`src/rtl/tab_pkg.sv`:
```
// shared types, codes and sizes of the timed address blocklist
`default_nettype none

package tab_pkg;

  localparam int CAP   = 64;
  localparam int CNT_W = $clog2(CAP + 1);

  typedef enum logic [1:0] {
    ST_IDLE,
    ST_SCAN,
    ST_SWEEP
  } state_t;

  localparam logic [1:0] FN_CHECK = 2'd0;
  localparam logic [1:0] FN_AUTO  = 2'd1;
  localparam logic [1:0] FN_SWEEP = 2'd2;
  localparam logic [1:0] FN_NONE  = 2'd3;

  localparam logic [1:0] KIND_VERDICT = 2'd0;
  localparam logic [1:0] KIND_AUTO    = 2'd1;
  localparam logic [1:0] KIND_EXPIRED = 2'd2;
  localparam logic [1:0] KIND_EMPTY   = 2'd3;

  localparam logic [2:0] ST_ADDED  = 3'd0;
  localparam logic [2:0] ST_LISTED = 3'd1;
  localparam logic [2:0] ST_FULL   = 3'd2;
  localparam logic [2:0] ST_ALLOW  = 3'd3;
  localparam logic [2:0] ST_NOCHG  = 3'd4;

  localparam logic [2:0] CFG_DURATION  = 3'd0;
  localparam logic [2:0] CFG_THRESHOLD = 3'd1;
  localparam logic [2:0] CFG_ALLOW_A   = 3'd2;
  localparam logic [2:0] CFG_ALLOW_B   = 3'd3;
  localparam logic [2:0] CFG_ALLOW_C   = 3'd4;

  localparam logic [31:0] RST_DURATION  = 32'd300;
  localparam logic [15:0] RST_THRESHOLD = 16'd768;
  localparam logic [31:0] RST_ALLOW_A   = 32'hC0A8_0101;
  localparam logic [31:0] RST_ALLOW_B   = 32'h0A00_0001;
  localparam logic [31:0] RST_ALLOW_C   = 32'h7F00_0001;

  typedef struct packed {
    logic [31:0] addr;
    logic [31:0] since;
  } entry_t;

  typedef struct packed {
    logic shift;
    logic load;
  } cell_ctl_t;

endpackage

`default_nettype wire

```
`src/rtl/tab_cell.sv`:
```
// one cell of the entry chain: holds an address and its time of entry
`default_nettype none

module tab_cell
  import tab_pkg::*;
(
  input  wire logic      clk,
  input  wire cell_ctl_t ctl,
  input  wire entry_t    nb,
  input  wire entry_t    ld,
  output entry_t         q
);

  entry_t q_r;
  entry_t q_nxt;

  always_comb begin
    priority if (ctl.load) begin
      q_nxt = ld;
    end else if (ctl.shift) begin
      q_nxt = nb;
    end else begin
      q_nxt = q_r;
    end
  end

  always_ff @(posedge clk) begin
    q_r <= q_nxt;
  end

  assign q = q_r;

endmodule

`default_nettype wire

```
`src/rtl/timed_address_blocklist_top.sv`:
```
// top level of the timed address blocklist: control, registers and cell chain
`default_nettype none

// Accepts a command when start is high and busy is low. Entries sit in a chain
// of 64 cells in insertion order and move one cell towards the head each
// cycle of a pass; the head entry is examined and written back at the tail
// unless a sweep drops it. A packet check or auto-block makes one pass over the
// listed entries, then gives the verdict as one result. A sweep makes one pass
// as well and gives one result per removed entry, or one
// "found nothing" result; last marks the final beat. Each result beat is shown
// for one cycle with out_valid and cannot be held off. The configuration port
// is always ready; write it only while busy is low and no results are pending.

module timed_address_blocklist_top
  import tab_pkg::*;
(
  input  wire logic              clk,
  input  wire logic              rst_n,
  input  wire logic              start,
  output logic                   busy,
  input  wire logic [1:0]        in_func,
  input  wire logic [31:0]       in_src_addr,
  input  wire logic [15:0]       in_syn_ack_ratio,
  input  wire logic [31:0]       in_now_time,
  output logic                   out_valid,
  output logic [1:0]             out_kind,
  output logic                   out_drop,
  output logic [31:0]            out_entry_addr_out,
  output logic [2:0]             out_status,
  output logic [6:0]             out_list_count,
  output logic                   out_last,
  input  wire logic              cfg_valid,
  output logic                   cfg_ready,
  input  wire logic [2:0]        cfg_index,
  input  wire logic [31:0]       cfg_data
);

  state_t state_r, state_nxt;

  logic [31:0] duration_r, allow_a_r, allow_b_r, allow_c_r;
  logic [15:0] thresh_r;

  logic [CNT_W-1:0] cnt_r, cnt_nxt;
  logic [CNT_W-1:0] rem_r, rem_nxt;
  logic             hit_r, hit_nxt;
  logic             pend_v_r, pend_v_nxt;
  logic [31:0]      pend_addr_r, pend_addr_nxt;
  logic [CNT_W-1:0] pend_cnt_r, pend_cnt_nxt;

  logic [1:0]  func_r;
  logic [31:0] addr_r, now_r;
  logic [15:0] ratio_r;
  logic        allow_r;

  logic        ov_r, ov_nxt;
  logic [1:0]  okind_r, okind_nxt;
  logic        odrop_r, odrop_nxt;
  logic [31:0] oaddr_r, oaddr_nxt;
  logic [2:0]  ostat_r, ostat_nxt;
  logic [CNT_W-1:0] ocnt_r, ocnt_nxt;
  logic        olast_r, olast_nxt;

  entry_t           cell_q [CAP];
  cell_ctl_t        ctl    [CAP];
  entry_t           head;
  entry_t           ld_data;
  logic             shift_all, ld_en;
  logic [CNT_W-1:0] ld_idx;
  logic             accept;
  logic             full, expired, add;
  logic [31:0]      age;

  assign accept    = start && !busy;
  assign busy      = (state_r != ST_IDLE);
  assign cfg_ready = 1'b1;
  assign head      = cell_q[0];
  assign full      = (cnt_r >= CNT_W'(CAP));
  assign age       = now_r - head.since;
  assign expired   = (age > duration_r);

  // cell chain
  for (genvar g = 0; g < CAP; g++) begin : g_cell
    entry_t nb;
    if (g == CAP - 1) begin : g_tail
      assign nb = cell_q[g];
    end else begin : g_mid
      assign nb = cell_q[g+1];
    end
    assign ctl[g].shift = shift_all;
    assign ctl[g].load  = ld_en && (ld_idx == CNT_W'(g));
    tab_cell u_cell (
      .clk (clk),
      .ctl (ctl[g]),
      .nb  (nb),
      .ld  (ld_data),
      .q   (cell_q[g])
    );
  end

  // configuration registers
  always_ff @(posedge clk) begin
    if (!rst_n) begin
      duration_r <= RST_DURATION;
      thresh_r   <= RST_THRESHOLD;
      allow_a_r  <= RST_ALLOW_A;
      allow_b_r  <= RST_ALLOW_B;
      allow_c_r  <= RST_ALLOW_C;
    end else if (cfg_valid && cfg_ready) begin
      unique case (cfg_index)
        CFG_DURATION:  duration_r <= cfg_data;
        CFG_THRESHOLD: thresh_r   <= cfg_data[15:0];
        CFG_ALLOW_A:   allow_a_r  <= cfg_data;
        CFG_ALLOW_B:   allow_b_r  <= cfg_data;
        CFG_ALLOW_C:   allow_c_r  <= cfg_data;
        default: ;
      endcase
    end
  end

  // command capture
  always_ff @(posedge clk) begin
    if (accept) begin
      func_r  <= in_func;
      addr_r  <= in_src_addr;
      ratio_r <= in_syn_ack_ratio;
      now_r   <= in_now_time;
      allow_r <= (in_src_addr == allow_a_r) || (in_src_addr == allow_b_r) ||
                 (in_src_addr == allow_c_r);
    end
  end

  // next state
  always_comb begin
    state_nxt = state_r;
    unique case (state_r)
      ST_IDLE: begin
        if (accept && in_func != FN_NONE) begin
          state_nxt = (in_func == FN_SWEEP) ? ST_SWEEP : ST_SCAN;
        end
      end
      ST_SCAN, ST_SWEEP: begin
        if (rem_r == '0) begin
          state_nxt = ST_IDLE;
        end
      end
      default: state_nxt = ST_IDLE;
    endcase
  end

  // datapath and outputs
  always_comb begin
    cnt_nxt       = cnt_r;
    rem_nxt       = rem_r;
    hit_nxt       = hit_r;
    pend_v_nxt    = pend_v_r;
    pend_addr_nxt = pend_addr_r;
    pend_cnt_nxt  = pend_cnt_r;
    ov_nxt        = 1'b0;
    okind_nxt     = okind_r;
    odrop_nxt     = odrop_r;
    oaddr_nxt     = oaddr_r;
    ostat_nxt     = ostat_r;
    ocnt_nxt      = ocnt_r;
    olast_nxt     = olast_r;
    shift_all     = 1'b0;
    ld_en         = 1'b0;
    ld_idx        = cnt_r - CNT_W'(1);
    ld_data       = head;
    add           = 1'b0;
    unique case (state_r)
      ST_IDLE: begin
        if (accept) begin
          rem_nxt    = cnt_r;
          hit_nxt    = 1'b0;
          pend_v_nxt = 1'b0;
        end
      end
      ST_SCAN: begin
        if (rem_r != '0) begin
          shift_all = 1'b1;
          ld_en     = 1'b1;
          rem_nxt   = rem_r - CNT_W'(1);
          hit_nxt   = hit_r || (head.addr == addr_r);
        end else begin
          odrop_nxt = 1'b0;
          ostat_nxt = ST_NOCHG;
          if (func_r == FN_CHECK) begin
            priority if (allow_r) begin
              ostat_nxt = ST_ALLOW;
            end else if (hit_r) begin
              odrop_nxt = 1'b1;
              ostat_nxt = ST_LISTED;
            end else if (ratio_r > thresh_r) begin
              odrop_nxt = 1'b1;
              if (full) begin
                ostat_nxt = ST_FULL;
              end else begin
                ostat_nxt = ST_ADDED;
                add       = 1'b1;
              end
            end else begin
              ostat_nxt = ST_NOCHG;
            end
          end else begin
            priority if (allow_r) begin
              ostat_nxt = ST_ALLOW;
            end else if (full) begin
              ostat_nxt = ST_FULL;
            end else if (hit_r) begin
              ostat_nxt = ST_LISTED;
            end else begin
              ostat_nxt = ST_ADDED;
              add       = 1'b1;
            end
          end
          if (add) begin
            ld_en         = 1'b1;
            ld_idx        = cnt_r;
            ld_data.addr  = addr_r;
            ld_data.since = now_r;
            cnt_nxt       = cnt_r + CNT_W'(1);
          end
          ov_nxt    = 1'b1;
          okind_nxt = (func_r == FN_CHECK) ? KIND_VERDICT : KIND_AUTO;
          oaddr_nxt = addr_r;
          ocnt_nxt  = add ? cnt_r + CNT_W'(1) : cnt_r;
          olast_nxt = 1'b1;
        end
      end
      ST_SWEEP: begin
        odrop_nxt = 1'b0;
        ostat_nxt = ST_NOCHG;
        if (rem_r != '0) begin
          shift_all = 1'b1;
          rem_nxt   = rem_r - CNT_W'(1);
          if (expired) begin
            cnt_nxt = cnt_r - CNT_W'(1);
            if (pend_v_r) begin
              ov_nxt    = 1'b1;
              okind_nxt = KIND_EXPIRED;
              oaddr_nxt = pend_addr_r;
              ocnt_nxt  = pend_cnt_r;
              olast_nxt = 1'b0;
            end
            pend_v_nxt    = 1'b1;
            pend_addr_nxt = head.addr;
            pend_cnt_nxt  = cnt_r - CNT_W'(1);
          end else begin
            ld_en = 1'b1;
          end
        end else begin
          ov_nxt     = 1'b1;
          olast_nxt  = 1'b1;
          pend_v_nxt = 1'b0;
          if (pend_v_r) begin
            okind_nxt = KIND_EXPIRED;
            oaddr_nxt = pend_addr_r;
            ocnt_nxt  = pend_cnt_r;
          end else begin
            okind_nxt = KIND_EMPTY;
            oaddr_nxt = '0;
            ocnt_nxt  = cnt_r;
          end
        end
      end
      default: ;
    endcase
  end

  always_ff @(posedge clk) begin
    if (!rst_n) begin
      state_r  <= ST_IDLE;
      cnt_r    <= '0;
      rem_r    <= '0;
      hit_r    <= 1'b0;
      pend_v_r <= 1'b0;
      ov_r     <= 1'b0;
    end else begin
      state_r  <= state_nxt;
      cnt_r    <= cnt_nxt;
      rem_r    <= rem_nxt;
      hit_r    <= hit_nxt;
      pend_v_r <= pend_v_nxt;
      ov_r     <= ov_nxt;
    end
  end

  always_ff @(posedge clk) begin
    pend_addr_r <= pend_addr_nxt;
    pend_cnt_r  <= pend_cnt_nxt;
    okind_r     <= okind_nxt;
    odrop_r     <= odrop_nxt;
    oaddr_r     <= oaddr_nxt;
    ostat_r     <= ostat_nxt;
    ocnt_r      <= ocnt_nxt;
    olast_r     <= olast_nxt;
  end

  assign out_valid          = ov_r;
  assign out_kind           = okind_r;
  assign out_drop           = odrop_r;
  assign out_entry_addr_out = oaddr_r;
  assign out_status         = ostat_r;
  assign out_list_count     = ocnt_r;
  assign out_last           = olast_r;

  a_cnt_bound: assert property (@(posedge clk) disable iff (!rst_n)
    cnt_r <= CNT_W'(CAP))
    else $error("entry count above capacity");

  a_rem_bound: assert property (@(posedge clk) disable iff (!rst_n)
    rem_r <= cnt_r || state_r == ST_IDLE)
    else $error("pass longer than the list");

  a_single_last: assert property (@(posedge clk) disable iff (!rst_n)
    out_valid && (out_kind == KIND_VERDICT || out_kind == KIND_AUTO ||
                  out_kind == KIND_EMPTY) |-> out_last)
    else $error("single result beat without last");

  a_start_busy: assert property (@(posedge clk) disable iff (!rst_n)
    start && !busy && in_func != FN_NONE |=> busy)
    else $error("command accepted but block not busy");

  a_add_count: assert property (@(posedge clk) disable iff (!rst_n)
    out_valid && out_kind != KIND_EXPIRED && out_kind != KIND_EMPTY &&
    out_status == ST_ADDED |-> out_list_count == cnt_r && cnt_r != '0)
    else $error("added entry not counted");

endmodule

`default_nettype wire

```
`config.mk`:
```
export PLATFORM = sky130hd
export DESIGN_NAME = timed_address_blocklist_top
export DESIGN_NICKNAME = d
export VERILOG_FILES = /design/src/rtl/tab_pkg.sv /design/src/rtl/tab_cell.sv /design/src/rtl/timed_address_blocklist_top.sv
export SDC_FILE = /design/constraint.sdc
export NUM_CORES = 2
export LEC_CHECK = 0
export BUFFER_PORTS_ARGS = -buffer_cell sky130_fd_sc_hd__buf_2
export CORE_ASPECT_RATIO = 0.8
export CORE_MARGIN = 5
export CORE_UTILIZATION = 59
export CTS_BUF_LIST = sky130_fd_sc_hd__clkbuf_4
export DETAILED_ROUTE_END_ITERATION = 7
export PLACE_DENSITY = 0.77
export SYNTH_ARGS = -nofsm -noshare
export SYNTH_HDL_FRONTEND = slang
export SYNTH_SLANG_ARGS = --single-unit
```
`constraint.sdc`:
```
create_clock -name clk -period 7.31 [get_ports clk]
set_clock_uncertainty 0.05 [all_clocks]
set_input_delay 2.193 -clock clk [delete_from_list [all_inputs] [get_ports clk]]
set_output_delay 2.193 -clock clk [all_outputs]
set_load 0.005 [all_outputs]
```
* Word level (Yosys, flattened, before mapping)
Cells that the tools add are included.
** Storage, ports and cells
- Flip-flop bits (word level) :: 4427
- Latch bits :: 0
- Memory bits (writable) :: 0
- Memory bits (read-only) :: 0
- Input port bits :: 121
- Output and inout port bits :: 49
- Logic and storage cells :: 613
- Memories :: 0
** Cells by class
- $add $sub $neg :: 4
- Multiply operators :: 0
- Divide/modulo/power cells :: 0
- Magnitude comparators :: 3
- Eq/ne operators :: 85
- Shift operators :: 0
- Mux-type cells :: 211
- Bitwise gates (word level) :: 0
- Reductions and logical operators :: 158
** Operators with widths (count)
- $mux 64 :: 129
- $eq 7x6->1 const B :: 32
- $mux 32 :: 5
- $reduce_bool 2->1 :: 68
- $eq 32x32->1 :: 4
- $eq 7x5->1 const B :: 16
- $mux 7 :: 13
- $logic_and 1x1->1 :: 66
- $pmux 32 s2 :: 1
- $eq 7x4->1 const B :: 8
- $pmux 7 s2 :: 3
- $mux 1 :: 36
- $gt 32x32->1 :: 1
- $sub 32x32->32 :: 1
- $eq 7x3->1 const B :: 4
- $mux 2 :: 10
- $gt 16x16->1 :: 1
- $mux 3 :: 5
- $eq 7x2->1 const B :: 2
- $logic_not 7->1 :: 2
- $ne 2x2->1 const B :: 7
- $reduce_and 2->1 :: 7
- $sub 7x1->7 const B :: 2
- $pmux 1 s2 :: 6
- other kinds (20) :: 32

* Longest topological paths before layout
- Depth after elaboration :: 14
- Mapped depth :: 26
- Mapped depth without buffers :: 23

* Cells and area by module
From an unflattened synthesis, not the netlist that was laid out.
** Second synthesis, totals
- Cells, all modules :: 10692
- Area total of the unflattened synthesis :: 203973.1 µm²
** By module, submodules not included
- tab_cell :: times used 64, cells each 136, area each 2905.3 µm², seq. area each 1921.8 µm²
- timed_address_blocklist_top :: times used 1, cells each 1988, area each 18034.8 µm², seq. area each 8308.0 µm²

* Worst setup path before layout
OpenSTA, ideal clock, no wires.
- Kind :: register to register
- From :: register g_cell[0].u_cell.q_r (netlist bit g_cell[0].u_cell.q[0])
- To :: register oaddr_r[0], in the netlist out_entry_addr_out[0] (enable)
- Setup time :: 0.506 ns
- Data arrival time :: 7.248 ns
- Data required time :: 6.754 ns
- Setup slack :: -0.493 ns
- Stages on the path, launching flop included :: 21
- Buffers on the path :: 0
- Cells stage by stage :: edfxtp_1 ha_1 inv_1 fa_1 a211oi_1 nor2_1 o22ai_1 o41ai_1 a41oi_1 o31a_1 o311ai_0 a21oi_1 xnor2_1 ha_1 and4_1 nand4_1 o31ai_1 o21bai_1 inv_1 nand2_1 a21boi_0
** Between the ends
- Word-level cells in the longest chain between the ends :: 4
** RTL lines
- start, declared :: RTL line tab_cell.sv:14 : entry_t q_r;
- start signal, assigned :: RTL line tab_cell.sv:28 : q_r <= q_nxt;
- $sub 32x32->32 :: RTL line timed_address_blocklist_top.sv:78 : assign age = now_r - head.since;
- $gt 32x32->1 :: RTL line timed_address_blocklist_top.sv:79 : assign expired = (age > duration_r);
- $ne 3x3->1 (no source line)
- $reduce_and 4->1 (no source line)
- end signal, assigned :: RTL line timed_address_blocklist_top.sv:293 : oaddr_r <= oaddr_nxt;
- end, declared :: RTL line timed_address_blocklist_top.sv:58 : logic [31:0] oaddr_r, oaddr_nxt;
Every way passes these cells.
A chain may end at the register's enable or synchronous reset.

==> reports/metrics.cfg <==
[status]
outcome=finished clean

[clock_tree]
cts.sinks=4427
clock-root-buffer=clkbuf_4
insertion_delay_ns=1.60
numCtsBuffers=1143
htreeDepth=7
clk_pin_slew_worst_paths_ns=0.07
clockBufferDepth=5
cts_tree=done
cts_setup_buffers=0

[timing]
tightest_slew_ns=1.39
fin_setup_tns_ns=0
fin_crit_ns=7.09
slew_headroom_pct=6.72
maxSlewViolCount=0
setup_viol=0
rsz0062_at_grt=no
final_hold_viol_count=0
fmax_mhz=141
fin_crit_sh_pct=97.0
hold-worst-slack_ns=0.399

[logic_synthesis]
synthMuxAreaShare_pct=23.9
avgSynthCellArea_um2=17.3
syn_nets=11200
synth_edf_count=4264
synth_area_leader_cell=edfxtp_1
synth_top_family_by_area=multiplexers
yosys_warnings=0
synthArstFlopShare_pct=0
ys.flop_type=edfxtp_1
synth_fa_ha_area_share_pct=0.575
syn-instance-count=11000
synth_compound_area_share_pct=1.34
yosysTopAreaCellShare_pct=67.2
ys_seq_area_share_pct=68.9
synth_area_leaders=edfxtp_1, mux2_2, mux2_1
yosysUniqueCellTypes=83
synth_area_mm2=0.191
synthXorXnorAreaFrac_pct=0.730
yosys.area_share.simple_pct=1.97
ys_ff_latch=4427

[pwr]
sequentialPowerShare_pct=54.1
p_int_mw=43.6
clockPowerShare_pct=34.1
p_leak_nw=73.3
combPwrFrac_pct=11.8
peakVddDrop_v=0.000181
swShare_pct=25.7
power.density_mw_per_mm2=274
p_sw_mw=15.1

[finish]
layout_common_cells=edfxtp_1, mux2_2, clkbuf_4, mux2_1, nand2_1
layout_commonest_cell=edfxtp_1
postLayoutCellArea_mm2=0.214
fin_nets=12300
syn2layout_area_growth_pct=12.3
fillers=20900
post-route-util_pct=66.6
drive_above_1_share_pct=48.6

[placement]
gp_congestion=0.923
dp_hpwl_mm=290
io_buffers=168
placed_cell_area_mm2=0.201

[detailed_routing]
final_antenna_net_count=0
drt_iter0_markers=11800
wl_per_cell_um=27.0
drc_errors=0
via_per_inst=6.02
firstDrtPassIters=6
wirelength_mm=461
via_count=103000

[global_routing]
grt_max_degree=99
grt_antenna_before_repair=56
grt_pass1_wl_mm=684
grt_pass1_vias=106000
grt_usage_pct=27.5
overflow=0

[floorplanning]
initial_utilization_pct=59.3
fp.dieH_um=518
dieArea_mm2=0.335
core_mm2=0.321
io_pins=170
die_w_um=645
rows=186

[critical_path]
critPathLaunchType=register
crit_fanout=40
reg2reg_slack_ns=0.22
critPathKind=register to register
endpoint_kind=register
crit_arrival_ns=8.31
reg2reg_from=now_r[0]
slowest_stage=o41ai_2
required_ns=8.53
cp_slowest_stage_delay_ns=0.52
startpoint=now_r[0]

[min_path]
hold_class=register to register
hp-start=g_cell[26].u_cell.q[27]

[run]
max_cap_viol_count=0

Yosys cell counts, types with 18 or more instances:
| cell type | number |
|---|---|
| a21o_1 | 21 |
| a21oi_1 | 185 |
| and2_1 | 18 |
| buf_2 | 296 |
| buf_4 | 128 |
| clkbuf_1 | 485 |
| dfxtp_1 | 163 |
| edfxtp_1 | 4264 |
| ha_1 | 86 |
| inv_1 | 108 |
| mux2_1 | 552 |
| mux2_2 | 3432 |
| mux2_4 | 49 |
| nand2_1 | 563 |
| nand2b_1 | 25 |
| nand3_1 | 55 |
| nand4_1 | 26 |
| nor2_1 | 68 |
| nor4_1 | 24 |
| o21ai_0 | 48 |
| o21ai_1 | 36 |
| o2bb2ai_1 | 28 |
| xnor2_1 | 85 |
| xor2_1 | 72 |
path summary, 6_finish.rpt:
kind / to / depth (start not counted)
worst max-delay path: g_cell[23].u_cell.q[2] / 26
worst min-delay path: g_cell[25].u_cell.q[27] / 1
worst max register to register: g_cell[23].u_cell.q[2] / 26
worst min register to register: g_cell[25].u_cell.q[27] / 1
power by group through the flow:
stage               Clock, mW  Sequential, mW  Combinational (mW)
finish                   20.0            31.7                6.90
global route             21.9            31.9                7.26
CTS                      20.5            31.7                6.82
detailed placement          0            32.3                6.75
global placement            0            32.2                6.58
floorplan                   0            32.0                3.79
kinds of logic after synthesis:
| kind of cell | after synthesis |
|---|---|
| xor gates and xnor gates | 158 |
| AOI/OAI and AO/OA | 413 |
| buffers and inverters | 1034 |
| and+or+nand+nor | 853 |
| other | 1 |
| muxes | 4037 |
| DFF | 4427 |
| adders and majority gates | 87 |
flip-flops by register name, indices dropped and copies added, names as in the netlist, 32 cells and up:
name and count:
addr_r 32, allow_a_r 32, allow_b_r 32, allow_c_r 32
duration_r 32, g_cell.u_cell.q 4096, now_r 32, out_entry_addr_out 32
pend_addr_r 32
critical path: cells and delay by family (launching register included):
family                     cells  cell delay, ns
muxes                          1            0.36
buffers and inverters          5            0.82
and+or+nand+nor                6            1.79
xor gates and xnor gates       1            0.16
adders and majority gates      3            0.78
AOI/OAI and AO/OA             10            2.46
DFF                            1            0.38
final cells by class:
class	count	area, µm²	area share (%)
diodes	26	65.1	0.0304
repair buffers	811	8190	3.83
clock inverters	216	1190	0.554
multi-input cells	5549	55500	25.9
clock buffers	1585	11900	5.56
flip-flops and latches	4427	131000	61.4
inverters	111	419	0.196
well taps	4324	5410	2.53
repair_timing:
item,in CTS,in global routing
setup endpoints to repair,13,20
hold buffers,0,0
gates resized for setup,1,1
metal layers:
metal | wire length (µm) | track usage (%)
met1 | 191000 | 38.9
met2 | 205000 | 39.8
met3 | 49900 | 8.78
met4 | 14800 | 10.9
met5 | 241 | 0.358
stage by stage:
stage	setup slack, ns	std cells	power (mW)
floorplan	0.225	11000	35.8
global placement	-0.479	15200	38.8
detailed placement	-0.0308	15200	39.0
CTS	0.206	17000	59.0
global route	0.0815	17000	61.0
finish	0.222	17000	58.6
No activity file was read; power rests on OpenSTA's default activity.
